[src/hdl/jst_pkg.sv]
// ----------------------------------------------------------------------------
// jst_pkg
// Shared types and codes of the JSON subset tokenizer: token kinds, error
// codes, the result item and the queue record that carries one or two results.
// ----------------------------------------------------------------------------
package jst_pkg;

  localparam int TEXT_MAX_DEF    = 32;
  localparam int QUEUE_DEPTH_DEF = 4;

  localparam int KIND_W = 4;
  localparam int LEN_W  = 5;
  localparam int ERR_W  = 4;

  // Token kinds.
  localparam logic [KIND_W-1:0] KIND_LBRACE   = 4'd0;
  localparam logic [KIND_W-1:0] KIND_RBRACE   = 4'd1;
  localparam logic [KIND_W-1:0] KIND_LBRACKET = 4'd2;
  localparam logic [KIND_W-1:0] KIND_RBRACKET = 4'd3;
  localparam logic [KIND_W-1:0] KIND_COLON    = 4'd4;
  localparam logic [KIND_W-1:0] KIND_COMMA    = 4'd5;
  localparam logic [KIND_W-1:0] KIND_STRING   = 4'd6;
  localparam logic [KIND_W-1:0] KIND_NUMBER   = 4'd7;
  localparam logic [KIND_W-1:0] KIND_TRUE     = 4'd8;
  localparam logic [KIND_W-1:0] KIND_FALSE    = 4'd9;
  localparam logic [KIND_W-1:0] KIND_EOF      = 4'd10;
  localparam logic [KIND_W-1:0] KIND_ERROR    = 4'd11;

  // Error codes.
  localparam logic [ERR_W-1:0] ERR_NONE         = 4'd0;
  localparam logic [ERR_W-1:0] ERR_READ         = 4'd1;
  localparam logic [ERR_W-1:0] ERR_UNTERMINATED = 4'd2;
  localparam logic [ERR_W-1:0] ERR_ESCAPE       = 4'd3;
  localparam logic [ERR_W-1:0] ERR_STRING_LONG  = 4'd4;
  localparam logic [ERR_W-1:0] ERR_NUMBER_LONG  = 4'd5;
  localparam logic [ERR_W-1:0] ERR_EXPONENT     = 4'd6;
  localparam logic [ERR_W-1:0] ERR_LITERAL      = 4'd7;
  localparam logic [ERR_W-1:0] ERR_UNEXPECTED   = 4'd8;

  // One result item, without the last mark, which the back end adds.
  typedef struct packed {
    logic              is_token;
    logic [KIND_W-1:0] token_kind;
    logic [7:0]        text_byte;
    logic [LEN_W-1:0]  text_length;
    logic [ERR_W-1:0]  error_code;
  } res_t;

  // Everything one input byte produces: one result, or two when a number
  // ends on a byte that itself yields a result.
  typedef struct packed {
    res_t r0;
    res_t r1;
    logic two;
  } rec_t;

endpackage

[src/hdl/jst_front.sv]
// ----------------------------------------------------------------------------
// jst_front
// Lexer front end: classifies each source byte, advances the lexer state and
// builds the record of results that the byte causes.
// ----------------------------------------------------------------------------
module jst_front #(
  parameter int TEXT_MAX = jst_pkg::TEXT_MAX_DEF
) (
  input  logic              clk,
  input  logic              rst_n,
  input  logic              accept,
  input  logic [7:0]        data_byte,
  input  logic              end_of_input,
  input  logic              read_error,
  output logic              push,
  output jst_pkg::rec_t     rec
);

  localparam int CW = (TEXT_MAX > 1) ? $clog2(TEXT_MAX) : 1;

  typedef enum logic [2:0] {
    MODE_IDLE    = 3'd0,
    MODE_STRING  = 3'd1,
    MODE_NUMBER  = 3'd2,
    MODE_LITERAL = 3'd3,
    MODE_ERROR   = 3'd4
  } mode_t;

  typedef enum logic [3:0] {
    CLS_WS, CLS_LBRACE, CLS_RBRACE, CLS_LBRACKET, CLS_RBRACKET, CLS_COLON,
    CLS_COMMA, CLS_QUOTE, CLS_BSLASH, CLS_T, CLS_F, CLS_MINUS, CLS_DIGIT,
    CLS_DOT, CLS_EXP, CLS_OTHER
  } cls_t;

  function automatic cls_t classify(input logic [7:0] c);
    cls_t r;
    r = CLS_OTHER;
    if (c >= "0" && c <= "9") r = CLS_DIGIT;
    else if (c == " " || c == 8'h09 || c == 8'h0D || c == 8'h0A) r = CLS_WS;
    else if (c == "{") r = CLS_LBRACE;
    else if (c == "}") r = CLS_RBRACE;
    else if (c == "[") r = CLS_LBRACKET;
    else if (c == "]") r = CLS_RBRACKET;
    else if (c == ":") r = CLS_COLON;
    else if (c == ",") r = CLS_COMMA;
    else if (c == 8'h22) r = CLS_QUOTE;
    else if (c == 8'h5C) r = CLS_BSLASH;
    else if (c == "t") r = CLS_T;
    else if (c == "f") r = CLS_F;
    else if (c == "-") r = CLS_MINUS;
    else if (c == ".") r = CLS_DOT;
    else if (c == "e" || c == "E") r = CLS_EXP;
    return r;
  endfunction

  // Expected character of a literal's tail: {in range, final, character}.
  function automatic logic [9:0] lit_expect(input logic is_true, input logic [2:0] pos);
    logic [9:0] r;
    r = '0;
    if (is_true) begin
      case (pos)
        3'd0:    r = {2'b10, 8'("r")};
        3'd1:    r = {2'b10, 8'("u")};
        3'd2:    r = {2'b11, 8'("e")};
        default: r = '0;
      endcase
    end else begin
      case (pos)
        3'd0:    r = {2'b10, 8'("a")};
        3'd1:    r = {2'b10, 8'("l")};
        3'd2:    r = {2'b10, 8'("s")};
        3'd3:    r = {2'b11, 8'("e")};
        default: r = '0;
      endcase
    end
    return r;
  endfunction

  function automatic jst_pkg::res_t mk_tok(input logic [jst_pkg::KIND_W-1:0] kind);
    jst_pkg::res_t r;
    r = '0;
    r.is_token   = 1'b1;
    r.token_kind = kind;
    return r;
  endfunction

  function automatic jst_pkg::res_t mk_err(input logic [jst_pkg::ERR_W-1:0] code);
    jst_pkg::res_t r;
    r = mk_tok(jst_pkg::KIND_ERROR);
    r.error_code = code;
    return r;
  endfunction

  function automatic jst_pkg::res_t mk_text(input logic [jst_pkg::KIND_W-1:0] kind,
                                            input logic [7:0] c);
    jst_pkg::res_t r;
    r = '0;
    r.token_kind = kind;
    r.text_byte  = c;
    return r;
  endfunction

  mode_t         mode_r, mode_nxt;
  logic [CW-1:0] count_r, count_nxt;
  logic          lit_true_r, lit_true_nxt;
  logic [2:0]    lit_pos_r, lit_pos_nxt;

  cls_t          cls;
  logic          full;
  logic [9:0]    lit;

  // Outcome of the byte taken as the start of a token.
  logic          ie_emit;
  jst_pkg::res_t ie_res;
  mode_t         ie_mode;
  logic          ie_cnt_ld;
  logic [CW-1:0] ie_cnt;
  logic          ie_lit_ld;

  logic          emit;

  assign cls  = classify(data_byte);
  assign full = (count_r == CW'(TEXT_MAX - 1));
  assign lit  = lit_expect(lit_true_r, lit_pos_r);

  always_comb begin
    ie_emit   = 1'b0;
    ie_res    = '0;
    ie_mode   = MODE_IDLE;
    ie_cnt_ld = 1'b0;
    ie_cnt    = '0;
    ie_lit_ld = 1'b0;
    if (read_error) begin
      ie_emit = 1'b1;
      ie_res  = mk_err(jst_pkg::ERR_READ);
      ie_mode = MODE_ERROR;
    end else if (end_of_input) begin
      ie_emit = 1'b1;
      ie_res  = mk_tok(jst_pkg::KIND_EOF);
    end else begin
      unique case (cls)
        CLS_WS: ;
        CLS_LBRACE: begin
          ie_emit = 1'b1;
          ie_res  = mk_tok(jst_pkg::KIND_LBRACE);
        end
        CLS_RBRACE: begin
          ie_emit = 1'b1;
          ie_res  = mk_tok(jst_pkg::KIND_RBRACE);
        end
        CLS_LBRACKET: begin
          ie_emit = 1'b1;
          ie_res  = mk_tok(jst_pkg::KIND_LBRACKET);
        end
        CLS_RBRACKET: begin
          ie_emit = 1'b1;
          ie_res  = mk_tok(jst_pkg::KIND_RBRACKET);
        end
        CLS_COLON: begin
          ie_emit = 1'b1;
          ie_res  = mk_tok(jst_pkg::KIND_COLON);
        end
        CLS_COMMA: begin
          ie_emit = 1'b1;
          ie_res  = mk_tok(jst_pkg::KIND_COMMA);
        end
        CLS_QUOTE: begin
          ie_mode   = MODE_STRING;
          ie_cnt_ld = 1'b1;
        end
        CLS_T, CLS_F: begin
          ie_mode   = MODE_LITERAL;
          ie_lit_ld = 1'b1;
        end
        CLS_MINUS, CLS_DIGIT: begin
          ie_emit   = 1'b1;
          ie_res    = mk_text(jst_pkg::KIND_NUMBER, data_byte);
          ie_mode   = MODE_NUMBER;
          ie_cnt_ld = 1'b1;
          ie_cnt    = CW'(1);
        end
        default: begin
          ie_emit = 1'b1;
          ie_res  = mk_err(jst_pkg::ERR_UNEXPECTED);
          ie_mode = MODE_ERROR;
        end
      endcase
    end
  end

  always_comb begin
    mode_nxt     = mode_r;
    count_nxt    = count_r;
    lit_true_nxt = lit_true_r;
    lit_pos_nxt  = lit_pos_r;
    rec          = '0;
    emit         = 1'b0;
    unique case (mode_r)
      MODE_ERROR: ;
      MODE_STRING: begin
        emit = 1'b1;
        if (read_error || end_of_input) begin
          rec.r0   = mk_err(jst_pkg::ERR_UNTERMINATED);
          mode_nxt = MODE_ERROR;
        end else if (cls == CLS_QUOTE) begin
          rec.r0             = mk_tok(jst_pkg::KIND_STRING);
          rec.r0.text_length = jst_pkg::LEN_W'(count_r);
          mode_nxt           = MODE_IDLE;
        end else if (cls == CLS_BSLASH) begin
          rec.r0   = mk_err(jst_pkg::ERR_ESCAPE);
          mode_nxt = MODE_ERROR;
        end else if (full) begin
          rec.r0   = mk_err(jst_pkg::ERR_STRING_LONG);
          mode_nxt = MODE_ERROR;
        end else begin
          rec.r0    = mk_text(jst_pkg::KIND_STRING, data_byte);
          count_nxt = count_r + CW'(1);
        end
      end
      MODE_NUMBER: begin
        emit = 1'b1;
        if (!read_error && !end_of_input && (cls == CLS_DIGIT || cls == CLS_DOT)) begin
          if (full) begin
            rec.r0   = mk_err(jst_pkg::ERR_NUMBER_LONG);
            mode_nxt = MODE_ERROR;
          end else begin
            rec.r0    = mk_text(jst_pkg::KIND_NUMBER, data_byte);
            count_nxt = count_r + CW'(1);
          end
        end else if (!read_error && !end_of_input && cls == CLS_EXP) begin
          rec.r0   = mk_err(jst_pkg::ERR_EXPONENT);
          mode_nxt = MODE_ERROR;
        end else begin
          // The number closes and the same byte starts the next token.
          rec.r0             = mk_tok(jst_pkg::KIND_NUMBER);
          rec.r0.text_length = jst_pkg::LEN_W'(count_r);
          rec.r1             = ie_res;
          rec.two            = ie_emit;
          mode_nxt           = ie_mode;
          if (ie_cnt_ld) count_nxt = ie_cnt;
          if (ie_lit_ld) begin
            lit_true_nxt = (cls == CLS_T);
            lit_pos_nxt  = '0;
          end
        end
      end
      MODE_LITERAL: begin
        if (read_error || end_of_input || !lit[9] || data_byte != lit[7:0]) begin
          emit     = 1'b1;
          rec.r0   = mk_err(jst_pkg::ERR_LITERAL);
          mode_nxt = MODE_ERROR;
        end else if (lit[8]) begin
          emit        = 1'b1;
          rec.r0      = mk_tok(lit_true_r ? jst_pkg::KIND_TRUE : jst_pkg::KIND_FALSE);
          mode_nxt    = MODE_IDLE;
          lit_pos_nxt = '0;
        end else begin
          lit_pos_nxt = lit_pos_r + 3'd1;
        end
      end
      default: begin
        emit     = ie_emit;
        rec.r0   = ie_res;
        mode_nxt = ie_mode;
        if (ie_cnt_ld) count_nxt = ie_cnt;
        if (ie_lit_ld) begin
          lit_true_nxt = (cls == CLS_T);
          lit_pos_nxt  = '0;
        end
      end
    endcase
  end

  assign push = accept && emit;

  always_ff @(posedge clk) begin
    if (!rst_n) begin
      mode_r     <= MODE_IDLE;
      count_r    <= '0;
      lit_true_r <= 1'b0;
      lit_pos_r  <= '0;
    end else if (accept) begin
      mode_r     <= mode_nxt;
      count_r    <= count_nxt;
      lit_true_r <= lit_true_nxt;
      lit_pos_r  <= lit_pos_nxt;
    end
  end

endmodule

[src/hdl/jst_queue.sv]
// ----------------------------------------------------------------------------
// jst_queue
// Short first-in first-out queue of result records between the lexer front
// end and the output serialiser.
// ----------------------------------------------------------------------------
module jst_queue #(
  parameter int DEPTH = jst_pkg::QUEUE_DEPTH_DEF
) (
  input  logic          clk,
  input  logic          rst_n,
  input  logic          push,
  input  jst_pkg::rec_t push_rec,
  output logic          ready,
  input  logic          pop,
  output logic          head_valid,
  output jst_pkg::rec_t head_rec
);

  localparam int AW = (DEPTH > 1) ? $clog2(DEPTH) : 1;
  localparam int NW = $clog2(DEPTH + 1);

  jst_pkg::rec_t entry_r [DEPTH];
  logic [AW-1:0] wr_ptr_r, rd_ptr_r;
  logic [NW-1:0] fill_r;

  function automatic logic [AW-1:0] step(input logic [AW-1:0] p);
    return (p == AW'(DEPTH - 1)) ? '0 : p + AW'(1);
  endfunction

  assign ready      = (fill_r != NW'(DEPTH));
  assign head_valid = (fill_r != '0);
  assign head_rec   = entry_r[rd_ptr_r];

  always_ff @(posedge clk) begin
    if (push && ready) entry_r[wr_ptr_r] <= push_rec;
  end

  always_ff @(posedge clk) begin
    if (!rst_n) begin
      wr_ptr_r <= '0;
      rd_ptr_r <= '0;
      fill_r   <= '0;
    end else begin
      if (push && ready) wr_ptr_r <= step(wr_ptr_r);
      if (pop && head_valid) rd_ptr_r <= step(rd_ptr_r);
      case ({push && ready, pop && head_valid})
        2'b10:   fill_r <= fill_r + NW'(1);
        2'b01:   fill_r <= fill_r - NW'(1);
        default: fill_r <= fill_r;
      endcase
    end
  end

endmodule

[src/hdl/jst_back.sv]
// ----------------------------------------------------------------------------
// jst_back
// Output serialiser: presents the results of queued records in an output
// register, one per cycle when not stalled, marking the last of each record.
// ----------------------------------------------------------------------------
module jst_back (
  input  logic          clk,
  input  logic          rst_n,
  input  logic          head_valid,
  input  jst_pkg::rec_t head_rec,
  output logic          pop,
  input  logic          out_stall,
  output logic          out_valid,
  output jst_pkg::res_t out_res,
  output logic          out_last
);

  logic          valid_r, valid_nxt;
  logic          half_r, half_nxt;
  jst_pkg::res_t res_r, res_nxt;
  logic          last_r, last_nxt;
  logic          load;

  assign load = !valid_r || !out_stall;

  always_comb begin
    valid_nxt = valid_r;
    half_nxt  = half_r;
    res_nxt   = res_r;
    last_nxt  = last_r;
    pop       = 1'b0;
    if (load) begin
      valid_nxt = head_valid;
      if (head_valid) begin
        if (head_rec.two && !half_r) begin
          res_nxt  = head_rec.r0;
          last_nxt = 1'b0;
          half_nxt = 1'b1;
        end else begin
          res_nxt  = half_r ? head_rec.r1 : head_rec.r0;
          last_nxt = 1'b1;
          half_nxt = 1'b0;
          pop      = 1'b1;
        end
      end
    end
  end

  always_ff @(posedge clk) begin
    if (!rst_n) begin
      valid_r <= 1'b0;
      half_r  <= 1'b0;
    end else begin
      valid_r <= valid_nxt;
      half_r  <= half_nxt;
    end
    res_r  <= res_nxt;
    last_r <= last_nxt;
  end

  assign out_valid = valid_r;
  assign out_res   = res_r;
  assign out_last  = last_r;

endmodule

[src/hdl/json_subset_tokenizer.sv]
// ----------------------------------------------------------------------------
// json_subset_tokenizer
// Streaming tokenizer for a subset of JSON, one source byte per transfer.
// ----------------------------------------------------------------------------
//
//   Channel | Direction | Handshake         | Payload
//   --------+-----------+-------------------+-----------------------------------
//   in_     | input     | in_valid/in_stall | data_byte, end_of_input, read_error
//   out_    | output    | out_valid/out_stall | is_token, token_kind, text_byte,
//           |           |                   | text_length, error_code, last
//
// A source byte is taken in every cycle in which the queue has room; it is
// classified and its results are worked out in that same cycle and written
// into the queue, from which they are loaded into the output register.
// A byte that closes a number and starts another token gives two results and
// occupies the output register once for each; the queue absorbs the slip.
// Reset is synchronous and active low; it clears the lexer state, the queue
// and the output register. There is no clearing pass.
// in_stall is high only while the queue is full; out_stall holds the output
// register and, once the queue fills behind it, the input.
//
module json_subset_tokenizer #(
  parameter int TEXT_MAX    = jst_pkg::TEXT_MAX_DEF,
  parameter int QUEUE_DEPTH = jst_pkg::QUEUE_DEPTH_DEF
) (
  input  logic       clk,
  input  logic       rst_n,

  input  logic       in_valid,
  output logic       in_stall,
  input  logic [7:0] in_data_byte,
  input  logic       in_end_of_input,
  input  logic       in_read_error,

  output logic       out_valid,
  input  logic       out_stall,
  output logic       out_is_token,
  output logic [3:0] out_token_kind,
  output logic [7:0] out_text_byte,
  output logic [4:0] out_text_length,
  output logic [3:0] out_error_code,
  output logic       out_last
);

  // Front end to queue.
  logic          in_accept;
  logic          push;
  logic          q_ready;
  jst_pkg::rec_t push_rec;

  // Queue to back end.
  logic          head_valid;
  logic          pop;
  jst_pkg::rec_t head_rec;

  jst_pkg::res_t out_res;

  // Every byte, even one that yields nothing, waits for room in the queue,
  // which keeps the front end free of any look at the output side.
  assign in_stall  = !q_ready;
  assign in_accept = in_valid && !in_stall;

  jst_front #(
    .TEXT_MAX (TEXT_MAX)
  ) u_front (
    .clk          (clk),
    .rst_n        (rst_n),
    .accept       (in_accept),
    .data_byte    (in_data_byte),
    .end_of_input (in_end_of_input),
    .read_error   (in_read_error),
    .push         (push),
    .rec          (push_rec)
  );

  jst_queue #(
    .DEPTH (QUEUE_DEPTH)
  ) u_queue (
    .clk        (clk),
    .rst_n      (rst_n),
    .push       (push),
    .push_rec   (push_rec),
    .ready      (q_ready),
    .pop        (pop),
    .head_valid (head_valid),
    .head_rec   (head_rec)
  );

  // The back end pops a record only when its final result is loaded into
  // the output register, so a two-result record stays at the queue head
  // until its second result is loaded.
  jst_back u_back (
    .clk        (clk),
    .rst_n      (rst_n),
    .head_valid (head_valid),
    .head_rec   (head_rec),
    .pop        (pop),
    .out_stall  (out_stall),
    .out_valid  (out_valid),
    .out_res    (out_res),
    .out_last   (out_last)
  );

  assign out_is_token    = out_res.is_token;
  assign out_token_kind  = out_res.token_kind;
  assign out_text_byte   = out_res.text_byte;
  assign out_text_length = out_res.text_length;
  assign out_error_code  = out_res.error_code;

endmodule

[config.mk]
export PLATFORM = sky130hd
export DESIGN_NAME = json_subset_tokenizer
export DESIGN_NICKNAME = d
export VERILOG_FILES = /design/src/hdl/jst_pkg.sv /design/src/hdl/jst_front.sv /design/src/hdl/jst_queue.sv /design/src/hdl/jst_back.sv /design/src/hdl/json_subset_tokenizer.sv
export SDC_FILE = /design/constraint.sdc
export NUM_CORES = 1
export LEC_CHECK = 0
export BUFFER_PORTS_ARGS = -buffer_cell sky130_fd_sc_hd__buf_2
export CORE_MARGIN = 5
export CORE_UTILIZATION = 50
export DETAILED_ROUTE_END_ITERATION = 8
export GPL_TIMING_DRIVEN = 0
export PLACE_DENSITY = 0.67
export SYNTH_ARGS = -nofsm -noshare
export SYNTH_HDL_FRONTEND = slang
export SYNTH_HIERARCHICAL = 1
export SYNTH_SLANG_ARGS = --single-unit
[constraint.sdc]
create_clock -name clk -period 7.7 [get_ports clk]
set_input_delay 0.385 -clock clk [delete_from_list [all_inputs] [get_ports clk]]
set_output_delay 0.385 -clock clk [all_outputs]
set_load 0.005 [all_outputs]
==> summary.md <==
| Metric | Value |
|---|---|
| Setup TNS | 0 ps |
| Crit path time final | 4502 ps |
| P_leak | 4.018 nW |
| Critical path arrival | 4940 ps |
| Crit path kind | flop to flop |
| # setup viols final | 0 |
| Die Wd | 155.2 um |
| Remaining antenna violation count | 0 |
| Crit-path max FO | 8 |
| Max_cap viols | 0 |
| Total wire length | 22.28 mm |
| Crit path required time | 8140 ps |
| Ys flop type | edfxtp_1 |
| Async SR Flop Fraction | 0 |
| First-pass GRT wire length | 35.40 mm |
| Share of cells above drive strength 1 | 0.2625 |
| Cts-stage hold buffer count | 0 |
| Area contributors post-synth | edfxtp_1, mux4_2, dfxtp_1 |
| Ports | 39 |
| Worst-Margin Slew | 1240 ps |
| Combinational power share | 0.233 |
| Max Slew Vio Count | 0 |
| Clock buffer depth | 3 |
| Grt total ovfl | 0 |
| Clk_lat worst skew | 510 ps |
| Simple-gate share of the synthesized area | 0.1068 |
| Clock-pin transition on the worst setup and hold timing paths | 60 ps |
| Final Cell Area | 11,840 um^2 |
| Mux share of post-synthesis cell area | 0.1348 |
| Compound-gate portion of the synthesized area | 0.07588 |
| Clock power frac | 0.297 |
| Core area | 20,890 um^2 |
| RSZ-0062 raised after global routing | no |
| Sw Ratio | 0.2607 |
| Post-synthesis adder-cell area fraction | 0.01615 |
| Pin count of the biggest net entering global routing | 46 |
| Final Hold Viols | 0 |
| Starting Density | 0.5044 |
| DR WL met2 | 10.96 mm |
| Sequential fraction of design power | 0.470 |
| Vias | 6,083 |
| Ant diodes | 0 |
| Power Internal | 0.002598 W |
| GRT Resource Usage Total | 0.1870 |
| Sw power | 0.0009162 W |
| Port Buffers | 37 |
| Worst vdd ir | 130.6 uV |
| Wire length on met1 | 9.806 mm |
| CTS tree | done |
| Die area | 24,080 um^2 |
| Sink Count | 226 |
| Root Driver | clkbuf_16 |
| 1st-pass router iterations | 6 |
| Top sig layer | met4 |
| Pwr dens | 296.7 nW/um^2 |
| Post-synth top cells | edfxtp_1, mux4_2, nor2_1, nand2_1, o21ai_0 |
| Distinct cells, synth | 90 |
| H-tree depth | 1 |
| Met3 WL | 1.210 mm |
| Outcome | completed |
| Synth Area per Inst | 15.36 um^2 |
| Detail Placement HPWL | 14.93 mm |
| Row Count | 53 |
| Via density | 5.782 |
| Post-synth EDFFs | 203 |
| Synthesized instance count | 686 |
| Die Height | 155.2 um |
| Placed inst area | 11,110 um^2 |
| Startpoint type of the worst setup path | flop |
| GP Congestion | 0.9372 |
| Vias in the first global route | 6,230 |
| Initial antenna violation count | 0 |
| Fin crit share | 0.5847 |
| Area grow syn2layout | 12.40% |
| # nets final | 786 |
| Max Clock Skew | 19.99 ps |
| Initial DRC Count | 410 |
| Leading area contributor after synthesis | edfxtp_1 |
| # Post-CTS Setup Buffers | 0 |
| Resized cells post-CTS | 0 |
| DRC viols | 0 |
| Total clock buffers created by CTS | 24 |
| Crit. End Element | flop |
| WL per Instance | 21.18 um |
| Post-synthesis xor/xnor area fraction | 0.004156 |
| Relative slew slack | 0.1737 |
| Max Clk Rate | 0.2221 GHz |
| Synth Register Bits | 226 |
| Most frequent cell after synthesis | edfxtp_1 |
| Post-Syn Area | 10,540 um^2 |
| Synth Warn # | 6 |
| Largest family of logic cells by synthesized area | multiplexers |
| Post-synthesis sequential area ratio | 0.6223 |
| Share of the synthesized area in the top cell type | 0.5786 |
| Min-Delay Path Class | input pin to flop |
[flip-flops by register name (all words and copies together), names as in the netlist, named ones only]
signal	count
u_front/mode_r	3
u_front/count_r	5
u_queue/rd_ptr_r	2
u_front/lit_pos_r	3
u_back/out_res	22
u_back/half_r	1
u_back/out_last	1
u_queue/entry_r	180
u_queue/wr_ptr_r	2
u_back/out_valid	1
u_queue/fill_r	3
u_front/lit_true_r	1
[cells in the final DEF, fill, tap and decap left out, types with 12 or more instances in the layout]
cell,Yosys,final
mux2_4,18,18
ha_1,12,12
o21ai_0,25,25
buf_4,13,13
mux4_2,45,45
nand2_1,35,35
nor2_1,36,36
edfxtp_1,203,203
dfxtp_1,23,23
inv_1,20,20
nand3_1,15,15
buf_2,10,47
clkbuf_16,0,24
a21oi_1,23,23
and2_1,17,17
clkbuf_1,12,16
[critical path: stages (launching register included)]
cell and delay, ps:
dfxtp_1 410, inv_1 100, ha_1 290, nor3b_1 340
nor4_1 120, nor4_1 290, nand4b_1 430, o31ai_2 570
a31oi_1 230, and2_4 250, inv_1 50, ha_1 180
inv_1 60, fa_1 370, xor2_1 160, or3_2 410
a21boi_1 150
[final timing paths]
path	startpoint	endpoint	slack [ps]	depth (start not counted)
worst max-delay path	u_front/lit_pos_r[0]	u_queue/fill_r[2]	3200	16
worst min-delay path	out_stall	u_back/out_valid	190	3
worst max register to register	u_front/lit_pos_r[0]	u_queue/fill_r[2]	3200	16
worst min register to register	u_front/count_r[1]	u_front/count_r[1]	520	2
[power by group through the flow]
stage	registers, W	clock network, W	logic [W]
floorplan	0.00167	0	0.000580
global placement	0.00167	0	0.000818
detailed placement	0.00168	0	0.000836
CTS	0.00165	0.00108	0.000838
global route	0.00167	0.00113	0.000897
finish	0.00165	0.00104	0.000820
[stage by stage]
step	power (W)	std cells	setup slack [ps]	utilization	hold slack (ps)
2_1_floorplan	0.002254	696	4109	-	467.7
3_3_place_gp	0.002486	1008	3254	0.5315	474.6
3_5_place_dp	0.002513	1008	3302	0.5321	505.0
4_1_cts	0.003568	1052	3260	0.5669	168.7
5_1_grt	0.003698	1052	2885	0.5669	188.7
6_report	0.003514	1052	3198	0.5669	186.2
[cells by family after synthesis]
| kind of cell | after synthesis |
|---|---|
| fa+ha+maj | 13 |
| xor+xnor | 5 |
| other cells | 1 |
| flops | 226 |
| compound gates | 107 |
| buf+inv | 70 |
| simple gates | 188 |
| mux | 76 |
[layout make-up]
cell class | count | area (um^2)
buffer | 50 | 342.8
sequential | 226 | 6556
tap | 275 | 344.1
inverter | 20 | 75.07
clock inverter | 16 | 112.6
clock buffer | 28 | 615.6
fill | 1671 | 9046
multi-input combinational | 400 | 3611
timing repair buffer | 37 | 185.2
[per-layer routing]
metal | vias to the layer above | global-route usage
li1 | 2826 | -
met1 | 3049 | 0.2707
met2 | 185 | 0.3094
met3 | 23 | 0.02364
met4 | 0 | 0.03659
met5 | - | 0
Power figures use the tool's default switching activity.
